`config.mk`:
```
export PLATFORM = sky130hd
export DESIGN_NAME = stable_priority_task_queue_unit
export DESIGN_NICKNAME = d
export VERILOG_FILES = /design/src/rtl/spq_pkg.sv /design/src/rtl/spq_cell.sv /design/src/rtl/spq_out_buf.sv /design/src/rtl/stable_priority_task_queue_unit.sv
export VERILOG_INCLUDE_DIRS = /design/src /design/src/rtl
export SDC_FILE = /design/constraint.sdc
export NUM_CORES = 2
export LEC_CHECK = 0
export ABC_CLOCK_PERIOD_IN_PS = 7900
export BUFFER_PORTS_ARGS = -buffer_cell sky130_fd_sc_hd__buf_2
export CORE_ASPECT_RATIO = 1.25
export CORE_MARGIN = 8
export CORE_UTILIZATION = 40
export CTS_CLUSTER_DIAMETER = 80
export DETAILED_ROUTE_END_ITERATION = 16
export GPL_ROUTABILITY_DRIVEN = 1
export PLACE_DENSITY = 0.61
export SYNTH_ARGS = -nofsm -noshare
export SYNTH_HDL_FRONTEND = slang
export SYNTH_SLANG_ARGS = --single-unit
```
`constraint.sdc`:
```
create_clock -name clk -period 7.9 [get_ports clk]
set_input_delay 1.58 -clock clk [delete_from_list [all_inputs] [get_ports clk]]
set_output_delay 1.58 -clock clk [all_outputs]
set_load 0.05 [all_outputs]
```
`src/rtl/stable_priority_task_queue_unit_assert.svh`:
```
// Assertion macros shared by the stable priority task queue RTL.
// Each macro samples on clk and is disabled while rst is high.
`ifndef STABLE_PRIORITY_TASK_QUEUE_UNIT_ASSERT_SVH
`define STABLE_PRIORITY_TASK_QUEUE_UNIT_ASSERT_SVH

// The property must hold at every clock edge outside reset.
`define SPQ_ASSERT(lbl, prop, msg) \
  lbl: assert property (@(posedge clk) disable iff (rst) (prop)) else $error(msg);

// The condition must never be seen at a clock edge outside reset.
`define SPQ_NEVER(lbl, cond, msg) \
  lbl: assert property (@(posedge clk) disable iff (rst) !(cond)) else $error(msg);

`endif

```
`src/rtl/spq_pkg.sv`:
```
// Package for the stable priority task queue: sizes, operation and status codes,
// and the result word and cell control types. Depends on nothing else.
package spq_pkg;

  localparam int DEPTH  = 16;
  localparam int PRIO_W = 8;
  localparam int PAY_W  = 32;
  localparam int CNT_W  = $clog2(DEPTH + 1);

  typedef enum logic [1:0] {
    OP_PUSH = 2'd0,
    OP_POP  = 2'd1,
    OP_STOP = 2'd2,
    OP_NONE = 2'd3
  } op_t;

  typedef enum logic [2:0] {
    ST_OK           = 3'd0,
    ST_PUSH_STOPPED = 3'd1,
    ST_PUSH_FULL    = 3'd2,
    ST_POP_EMPTY    = 3'd3,
    ST_POP_STOPPED  = 3'd4
  } status_t;

  // Shift commands broadcast to every cell of the chain.
  typedef struct packed {
    logic push;
    logic pop;
  } cell_ctrl_t;

  typedef struct packed {
    status_t            status;
    logic [PRIO_W-1:0]  prio;
    logic [PAY_W-1:0]   payload;
    logic [CNT_W-1:0]   count;
  } result_t;

endpackage

```
`src/rtl/spq_cell.sv`:
```
// One slot of the sorted shift chain: holds a task and compares it with the pushed one.
// Depends on spq_pkg.
module spq_cell (
  input  logic                       clk,
  input  spq_pkg::cell_ctrl_t        ctrl,
  input  logic                       occupied,
  input  logic [spq_pkg::PRIO_W-1:0] new_prio,
  input  logic [spq_pkg::PAY_W-1:0]  new_payload,
  input  logic                       prev_take,
  input  logic [spq_pkg::PRIO_W-1:0] prev_prio,
  input  logic [spq_pkg::PAY_W-1:0]  prev_payload,
  input  logic [spq_pkg::PRIO_W-1:0] next_prio,
  input  logic [spq_pkg::PAY_W-1:0]  next_payload,
  output logic                       take,
  output logic [spq_pkg::PRIO_W-1:0] prio,
  output logic [spq_pkg::PAY_W-1:0]  payload
);

  // The new task goes ahead of this slot unless a held task here is at least as urgent.
  assign take = !(occupied && (prio >= new_prio));

  always_ff @(posedge clk) begin
    if (ctrl.push && take) begin
      if (prev_take) begin
        prio    <= prev_prio;
        payload <= prev_payload;
      end else begin
        prio    <= new_prio;
        payload <= new_payload;
      end
    end else if (ctrl.pop) begin
      prio    <= next_prio;
      payload <= next_payload;
    end
  end

endmodule

```
`src/rtl/spq_out_buf.sv`:
```
// Two-entry result buffer: an output register backed by a skid register.
// Depends on spq_pkg.
module spq_out_buf (
  input  logic             clk,
  input  logic             rst,
  input  logic             in_valid,
  input  spq_pkg::result_t in_word,
  output logic             full,
  output logic             out_valid,
  input  logic             out_stall,
  output spq_pkg::result_t out_word
);

  logic             skid_valid;
  spq_pkg::result_t skid_word;
  logic             out_take;

  assign out_take = out_valid && !out_stall;
  assign full     = skid_valid;

  always_ff @(posedge clk) begin
    if (rst) begin
      out_valid  <= 1'b0;
      skid_valid <= 1'b0;
    end else if (skid_valid) begin
      if (out_take) begin
        out_word   <= skid_word;
        skid_valid <= 1'b0;
      end
    end else if (in_valid) begin
      if (!out_valid || out_take) begin
        out_word  <= in_word;
        out_valid <= 1'b1;
      end else begin
        skid_word  <= in_word;
        skid_valid <= 1'b1;
      end
    end else if (out_take) begin
      out_valid <= 1'b0;
    end
  end

endmodule

```
`src/rtl/stable_priority_task_queue_unit.sv`:
```
// Stable priority task queue: up to DEPTH tasks kept sorted in a chain of cells, highest
// priority at the head and equal priorities in arrival order. Push, pop and stop each take
// one word per clock while task_stall is low; the result word is registered in the output
// buffer. Every cell compares its task with the pushed one in the same cycle and shifts in
// one step, so one operation per cycle is sustained unless task_stall is high. A two-entry
// output buffer lets the input keep flowing for one word while the result side is stalled.
`include "stable_priority_task_queue_unit_assert.svh"

module stable_priority_task_queue_unit (
  input  logic                       clk,
  input  logic                       rst,
  input  logic                       task_valid,
  output logic                       task_stall,
  input  logic [1:0]                 op,
  input  logic [spq_pkg::PRIO_W-1:0] task_priority,
  input  logic [spq_pkg::PAY_W-1:0]  task_payload,
  output logic                       result_valid,
  input  logic                       result_stall,
  output logic [2:0]                 status,
  output logic [spq_pkg::PRIO_W-1:0] out_priority,
  output logic [spq_pkg::PAY_W-1:0]  out_payload,
  output logic [spq_pkg::CNT_W-1:0]  entry_count
);

  localparam int DEPTH = spq_pkg::DEPTH;

  logic [spq_pkg::CNT_W-1:0]  held_count;
  logic [spq_pkg::CNT_W-1:0]  held_count_next;
  logic                       stop_flag;
  logic                       stop_flag_next;
  logic                       accept;
  logic                       two_held;
  spq_pkg::cell_ctrl_t        ctrl;
  spq_pkg::result_t           res;
  spq_pkg::result_t           out_word;
  spq_pkg::op_t               op_code;

  logic                       take [DEPTH];
  logic [spq_pkg::PRIO_W-1:0] cell_prio [DEPTH];
  logic [spq_pkg::PAY_W-1:0]  cell_payload [DEPTH];

  assign accept   = task_valid && !task_stall;
  assign op_code  = spq_pkg::op_t'(op);
  assign two_held = held_count >= spq_pkg::CNT_W'(2);

  always_comb begin
    ctrl            = '0;
    held_count_next = held_count;
    stop_flag_next  = stop_flag;
    res.status      = spq_pkg::ST_OK;
    res.prio        = '0;
    res.payload     = '0;
    unique case (op_code)
      spq_pkg::OP_PUSH: begin
        if (held_count == spq_pkg::CNT_W'(DEPTH)) begin
          res.status = spq_pkg::ST_PUSH_FULL;
        end else if (stop_flag) begin
          res.status = spq_pkg::ST_PUSH_STOPPED;
        end else begin
          ctrl.push       = accept;
          held_count_next = held_count + spq_pkg::CNT_W'(1);
        end
      end
      spq_pkg::OP_POP: begin
        if (held_count == '0) begin
          res.status = stop_flag ? spq_pkg::ST_POP_STOPPED : spq_pkg::ST_POP_EMPTY;
        end else begin
          ctrl.pop        = accept;
          res.prio        = cell_prio[0];
          res.payload     = cell_payload[0];
          held_count_next = held_count - spq_pkg::CNT_W'(1);
        end
      end
      spq_pkg::OP_STOP: begin
        stop_flag_next = 1'b1;
      end
      default: begin
      end
    endcase
    res.count = held_count_next;
  end

  always_ff @(posedge clk) begin
    if (rst) begin
      held_count <= '0;
      stop_flag  <= 1'b0;
    end else if (accept) begin
      held_count <= held_count_next;
      stop_flag  <= stop_flag_next;
    end
  end

  for (genvar i = 0; i < DEPTH; i++) begin : g_cell
    logic                       prev_take;
    logic [spq_pkg::PRIO_W-1:0] prev_prio;
    logic [spq_pkg::PAY_W-1:0]  prev_payload;
    logic [spq_pkg::PRIO_W-1:0] next_prio;
    logic [spq_pkg::PAY_W-1:0]  next_payload;
    logic                       occupied;

    assign occupied = spq_pkg::CNT_W'(i) < held_count;

    if (i == 0) begin : g_head
      assign prev_take    = 1'b0;
      assign prev_prio    = '0;
      assign prev_payload = '0;
    end else begin : g_body
      assign prev_take    = take[i-1];
      assign prev_prio    = cell_prio[i-1];
      assign prev_payload = cell_payload[i-1];
    end

    if (i == DEPTH - 1) begin : g_tail
      assign next_prio    = '0;
      assign next_payload = '0;
    end else begin : g_link
      assign next_prio    = cell_prio[i+1];
      assign next_payload = cell_payload[i+1];
    end

    spq_cell u_cell (
      .clk          (clk),
      .ctrl         (ctrl),
      .occupied     (occupied),
      .new_prio     (task_priority),
      .new_payload  (task_payload),
      .prev_take    (prev_take),
      .prev_prio    (prev_prio),
      .prev_payload (prev_payload),
      .next_prio    (next_prio),
      .next_payload (next_payload),
      .take         (take[i]),
      .prio         (cell_prio[i]),
      .payload      (cell_payload[i])
    );
  end

  spq_out_buf u_out_buf (
    .clk       (clk),
    .rst       (rst),
    .in_valid  (accept),
    .in_word   (res),
    .full      (task_stall),
    .out_valid (result_valid),
    .out_stall (result_stall),
    .out_word  (out_word)
  );

  assign status       = out_word.status;
  assign out_priority = out_word.prio;
  assign out_payload  = out_word.payload;
  assign entry_count  = out_word.count;

  `SPQ_NEVER(a_count_range, held_count > spq_pkg::CNT_W'(DEPTH), "held count above depth")
  `SPQ_ASSERT(a_stop_sticky, stop_flag |=> stop_flag, "stop flag cleared without reset")
  `SPQ_ASSERT(a_head_order, two_held |-> (cell_prio[0] >= cell_prio[1]), "head out of order")
  `SPQ_ASSERT(a_skid_behind_out, task_stall |-> result_valid, "skid word held with empty output")

endmodule
```
Word-level counts from Yosys, hierarchy flattened --
Index checks and enable logic that the tools add are counted.
Word-level totals: input port bits 46, word-level logic and storage cells 286, output and inout bits 50, bits in registers 744
Operators by class: reduce and logical (&&, ||, !) cells 79, add/sub/neg operators 2, eq/ne operators 5, mux-type cells 121, magnitude comparators 32, bitwise operators 3
Operator list (number):
- two-way mux 32 bit | 47
- two-way mux 8 bit | 47
- two-way mux 48 bit | 4
- greater-or-equal comparator 8 bit | 16
- two-way mux 40 bit | 2
- less-than comparator 4 x 5 -> 1 bit (first input constant) | 8
- nonzero test 2 bit | 19
- logical AND 1 bit | 34
- less-than comparator 3 x 5 -> 1 bit (first input constant) | 4
- zero test 1 bit | 19
- two-way mux 5 bit | 3
- two-way mux 1 bit | 13
- less-than comparator 1 x 5 -> 1 bit (first input constant) | 2
- less-than comparator 2 x 5 -> 1 bit (first input constant) | 2
- case mux 5 bit (2 select lines) | 1
- two-way mux 3 bit | 3
- AND reduction 4 bit | 2
- case mux 3 bit (2 select lines) | 1
- adder 5 x 1 -> 5 bit (second input constant) | 1
- equality test 5 bit (second input constant) | 1
- zero test 5 bit | 1
- subtractor 5 x 1 -> 5 bit (second input constant) | 1
- inverter 1 bit | 3
- AND reduction 3 bit | 1
- 7 further kinds | 7

Longest topological paths before layout --
depth in word-level cells 7, depth in mapped cells 12

Hierarchy --
From an unflattened synthesis, not the netlist that was laid out.
Unflattened totals: cells, all modules 2987, area, all modules 45949.1 µm²
By module, submodules not included:
- spq_cell at g_cell[0].u_cell ... | cells an instance 167, times used 10, area each 2582.5 µm², sequential area each 1201.2 µm²
- spq_cell at g_cell[4].u_cell ... | cells an instance 167, times used 6, area each 2583.7 µm², sequential area each 1201.2 µm²
- spq_out_buf | cells an instance 162, times used 1, area each 3590.9 µm², sequential area each 2922.8 µm²
- stable_priority_task_queue_unit | cells an instance 153, times used 1, area each 1031.0 µm², sequential area each 120.1 µm²

Worst setup path after synthesis --
OpenSTA, ideal clock, no wires.
path type input to register, start point in task_valid, end point reg u_out_buf.out_word[0] (netlist name), cell stages on the path 3, required time 7.369 ns, arrival 5.532 ns, setup slack 1.837 ns, setup time 0.531 ns, cell sequence nand2b_1 -> clkbuf_1 -> a221oi_1
Between the ends: word-level cells in the longest chain between the ends 3
RTL lines:
- start, declared | RTL line stable_priority_task_queue_unit.sv:12 | input logic task_valid,
- logical AND 1 bit | RTL line stable_priority_task_queue_unit.sv:42 | assign accept = task_valid && !task_stall;
- nonzero test 2 bit (no source line)
- AND reduction 4 bit (no source line)
No other way between the ends. A chain may end at the register's enable or synchronous reset.

Final worst setup path --
start point in task_priority[1] (netlist bit), end point reg g_cell[4].u_cell.payload[18] (netlist bit), enable pin
Between the ends: word-level cells in the longest chain between the ends 5
RTL lines:
- start, declared | RTL line stable_priority_task_queue_unit.sv:15 | input logic [spq_pkg::PRIO_W-1:0] task_priority,
- greater-or-equal comparator 8 bit | RTL line spq_cell.sv:20 | assign take = !(occupied && (prio >= new_prio));
- logical AND 1 bit | RTL line spq_cell.sv:20
- zero test 1 bit | RTL line spq_cell.sv:20
- logical AND 1 bit | RTL line spq_cell.sv:23 | if (ctrl.push && take) begin
- nonzero test 2 bit (no source line)
- end signal, assigned | RTL line spq_cell.sv:26 | payload <= prev_payload;
- end signal, assigned | RTL line spq_cell.sv:29 | payload <= new_payload;
- end signal, assigned | RTL line spq_cell.sv:33 | payload <= next_payload;
- end, declared | RTL line spq_cell.sv:16 | output logic [spq_pkg::PAY_W-1:0] payload
No other way between the ends.

==> results_dict.tcl <==
set metrics [dict create \
    run_status "completed" \
    port_buffers 95 \
    share_of_power_burned_in_registers 0.484 \
    setup_viol 0 \
    post_synth_instance_area_sq_um 39800 \
    holdCritPathClass "reg -> reg" \
    rows 129 \
    pre_cts_slack_ns 2.13 \
    post-route-period-util 0.648 \
    wire_length_of_the_first_global_routing_pass_mm 166 \
    yosysWarnings 0 \
    final.setup.tns_ns 0 \
    sw_frac_of_total 0.273 \
    detail_route.wirelength_mm 109 \
    worst_ep_arrival_time_ns 5.39 \
    die_width_microns 298 \
    cellLeakagePower_uw 0.0183 \
    max-cap-violations 0 \
    library_cell_with_the_largest_summed_area_after_synthesis "sky130_fd_sc_hd__edfxtp_1" \
    critPathRequiredTime_ns 8.17 \
    drc 0 \
    max_freq_ghz 0.195 \
    tightestPinTransition_ns 1.26 \
    worst_path_clk_slew_ns 0.06 \
    power_switching_uw 2720 \
    criticalPathCategory "in -> reg" \
    path_common_cell "sky130_fd_sc_hd__buf_4" \
    die-height_microns 369 \
    most-common-layout-cells "sky130_fd_sc_hd__edfxtp_1, sky130_fd_sc_hd__mux2i_1, sky130_fd_sc_hd__nor2_1, sky130_fd_sc_hd__nand2_1, sky130_fd_sc_hd__a21oi_1" \
    design.final.nets 3538 \
    antenna_violating_nets_post_route 0 \
    timing.slew.headroom 0.158 \
    cts_hold_buf 0 \
    ratio_of_cells_with_drive_above_1_in_the_final_layout 0.138 \
    synthDistinctLibCells 65 \
    crit_chain "buf_2, inv_1, ha_1, a2111oi_0, o311ai_1, a21oi_4, buf_4, nand2b_2, buf_4" \
    endpoint_kind "flop" \
    layout.cells.non_filler 4736 \
    tritoncts_num_sinks 744 \
    cts.repair_timing.setup_buffer_count 0 \
    proportion_of_synthesized_chip_area_in_sequential_cells 0.559 \
    final-max-slew-violation-count 0 \
    area_delta_synth_final_pct 10.1 \
    mostFrequentLayoutCell "sky130_fd_sc_hd__edfxtp_1" \
    cts-resized-gates 0 \
    synthCells 3377 \
    post-route-min-period_ns 5.12 \
    clock-root-buffer "sky130_fd_sc_hd__clkbuf_16" \
    path_max_fanout 81 \
    startpoint_type "primary input" \
    clock_tree_from_tritoncts "done" \
    drtIter0Drc 2004 \
    synth.ff_latch_count 744 \
    grt.total_usage 0.193 \
    htreeDepth 3 \
    drt-vias-per-instance 5.58 \
    finalClockSkew_ns 0.0225 \
    internal_power_uw 7240 \
    synthesis.nets 3555 \
    synth_top_cell_area_share 0.555 \
    detailroute.via_count 26400 \
    crit_path_top_delay_cell "sky130_fd_sc_hd__buf_4" \
    grt_max_degree 82 \
    ios 96 \
    power_density_nw_per_um2 227 \
    async_reset_ff_frac 0 \
    worst_path_largest_cell_delay_ns 0.71 \
    post-place-cells 4589 \
    start_util 0.403 \
    gp_congestion 0.847 \
    postLayoutSetupSlackWorst_ns 2.78 \
    tritoncts.num_buffers 79 \
    overflow 0 \
    dpl_cell_area_sq_um 41300 \
    number_of_antenna_violations_at_the_first_check_in_global_routing 5 \
    grt_setup_unrepaired "no" \
    power_frac_comb 0.144 \
    final-hold-violation-count 0 \
    final_core_utilization 0.444 \
    drt_first_pass_iters 5 \
    dieArea_sq_um 110000 \
    synthFlopType "sky130_fd_sc_hd__edfxtp_1" \
    finish.instance_area_sq_um 43800 \
    clk-insertion-delay-late_ns 0.65 \
    synth_edf_count 736 \
    filler_cell_count 9142 \
    core_region_area_sq_um 98800 \
    clock_power_share 0.372 \
    synth_area_leaders "sky130_fd_sc_hd__edfxtp_1, sky130_fd_sc_hd__mux2i_1, sky130_fd_sc_hd__ha_1, sky130_fd_sc_hd__nor2_1, sky130_fd_sc_hd__a21oi_1" \
    wirelength_per_cell_microns 23.0 \
    peakVddDrop_mv 0.151 \
    place_hpwl_mm 67.5 \
    avgSynthCellArea_sq_um 11.8 \
    cts-root-to-sink-buffers 3 \
    grt_pass1_vias 26800 \
]
## area by class of cell
class | instances | area, sq um | area share
flip-flops and latches | 744 | 22300 | 0.508
multi-input cells | 2346 | 16400 | 0.374
clock buffers | 97 | 2080 | 0.0474
well taps | 1310 | 1640 | 0.0374
repair buffers | 154 | 918 | 0.0210
clock inverters | 46 | 414 | 0.00945
inverters | 35 | 131 | 0.00300
diodes | 4 | 10.0 | 0.000228
## synth_stat cells, types with 2 or more instances
master                        n
sky130_fd_sc_hd__edfxtp_1   736
sky130_fd_sc_hd__mux2i_1    573
sky130_fd_sc_hd__nor2_1     375
sky130_fd_sc_hd__nand2_1    330
sky130_fd_sc_hd__a21oi_1    267
sky130_fd_sc_hd__o21ai_0    263
sky130_fd_sc_hd__ha_1       132
sky130_fd_sc_hd__clkbuf_1   126
sky130_fd_sc_hd__a21oi_2     85
sky130_fd_sc_hd__buf_2       78
sky130_fd_sc_hd__mux2_2      47
sky130_fd_sc_hd__o21ai_1     45
sky130_fd_sc_hd__and2_1      41
sky130_fd_sc_hd__inv_1       35
sky130_fd_sc_hd__nand2b_1    28
sky130_fd_sc_hd__buf_4       24
sky130_fd_sc_hd__mux2_1      21
sky130_fd_sc_hd__mux2_4      18
sky130_fd_sc_hd__buf_6       17
sky130_fd_sc_hd__o21a_1      11
sky130_fd_sc_hd__a21o_1      10
sky130_fd_sc_hd__nand4_1     10
sky130_fd_sc_hd__nor3_1       9
sky130_fd_sc_hd__dfxtp_1      8
sky130_fd_sc_hd__nand3_1      8
sky130_fd_sc_hd__a2111oi_0    7
sky130_fd_sc_hd__nor2b_1      6
sky130_fd_sc_hd__a2111o_1     5
sky130_fd_sc_hd__a211oi_1     4
sky130_fd_sc_hd__o31ai_1      4
sky130_fd_sc_hd__or3_1        4
sky130_fd_sc_hd__a31oi_1      3
sky130_fd_sc_hd__a32oi_1      3
sky130_fd_sc_hd__buf_1        3
sky130_fd_sc_hd__buf_12       3
sky130_fd_sc_hd__o311ai_1     3
sky130_fd_sc_hd__a2111oi_2    2
sky130_fd_sc_hd__a211oi_4     2
sky130_fd_sc_hd__a22o_1       2
sky130_fd_sc_hd__nor3_4       2
sky130_fd_sc_hd__o2111ai_1    2
sky130_fd_sc_hd__o32a_1       2
## routing by layer
| layer | wire length [microns] | track usage |
|---|---|---|
| met1 | 46800 | 0.251 |
| met2 | 52100 | 0.325 |
| met3 | 6300 | 0.0299 |
| met4 | 3780 | 0.0732 |
| met5 | 11 | 0 |
## per-stage QoR
step	total power, uW	hold WS [ns]
after floorplan	5870	0.498
after global placement	6310	0.506
after detailed placement	6330	0.514
after CTS	10000	0.531
after global routing	10300	0.559
final	9950	0.529
## sequential cells by signal, summed over array words and instances, names as in the netlist
register               count
held_count                 5
g_cell.u_cell.prio       128
u_out_buf.skid_word       48
g_cell.u_cell.payload    512
u_out_buf.out_word        48
u_out_buf.out_valid        1
u_out_buf.full             1
stop_flag                  1
## cells by family after synthesis
kind of cell / synth area share
buffers and inverters: 0.0365
muxes: 0.170
DFF: 0.559
AOI/OAI and AO/OA: 0.107
and+or+nand+nor: 0.0857
adders and majority gates: 0.0415
xor gates and xnor gates: 0.000220
## worst paths after layout
path                      startpoint                            end  slack (ns)  cells past startpoint
max                 task_priority[1]   g_cell[4].u_cell.payload[18]        2.78                      9
min          u_out_buf.skid_word[45]         u_out_buf.out_word[45]        0.53                      2
max reg2reg            held_count[1]  g_cell[14].u_cell.payload[10]        3.36                      8
min reg2reg  u_out_buf.skid_word[45]         u_out_buf.out_word[45]        0.53                      2
## power groups by stage
stage	Sequential [uW]	Clock, uW	Combinational (uW)
after CTS	4820	3790	1440
after detailed placement	4900	0	1430
final	4820	3700	1430
after global routing	4840	3910	1570
after floorplan	4900	0	978
after global placement	4900	0	1410
## critical path: cells and delay by family
| family | cells | cell delay, ns |
|---|---|---|
| AO/OA/AOI/OAI | 3 | 0.86 |
| adder cells (fa/ha/maj) | 1 | 0.46 |
| buffers and inverters | 4 | 2.16 |
| AND/OR/NAND/NOR | 1 | 0.25 |
Note: power is estimated with default switching activity, not from simulation.
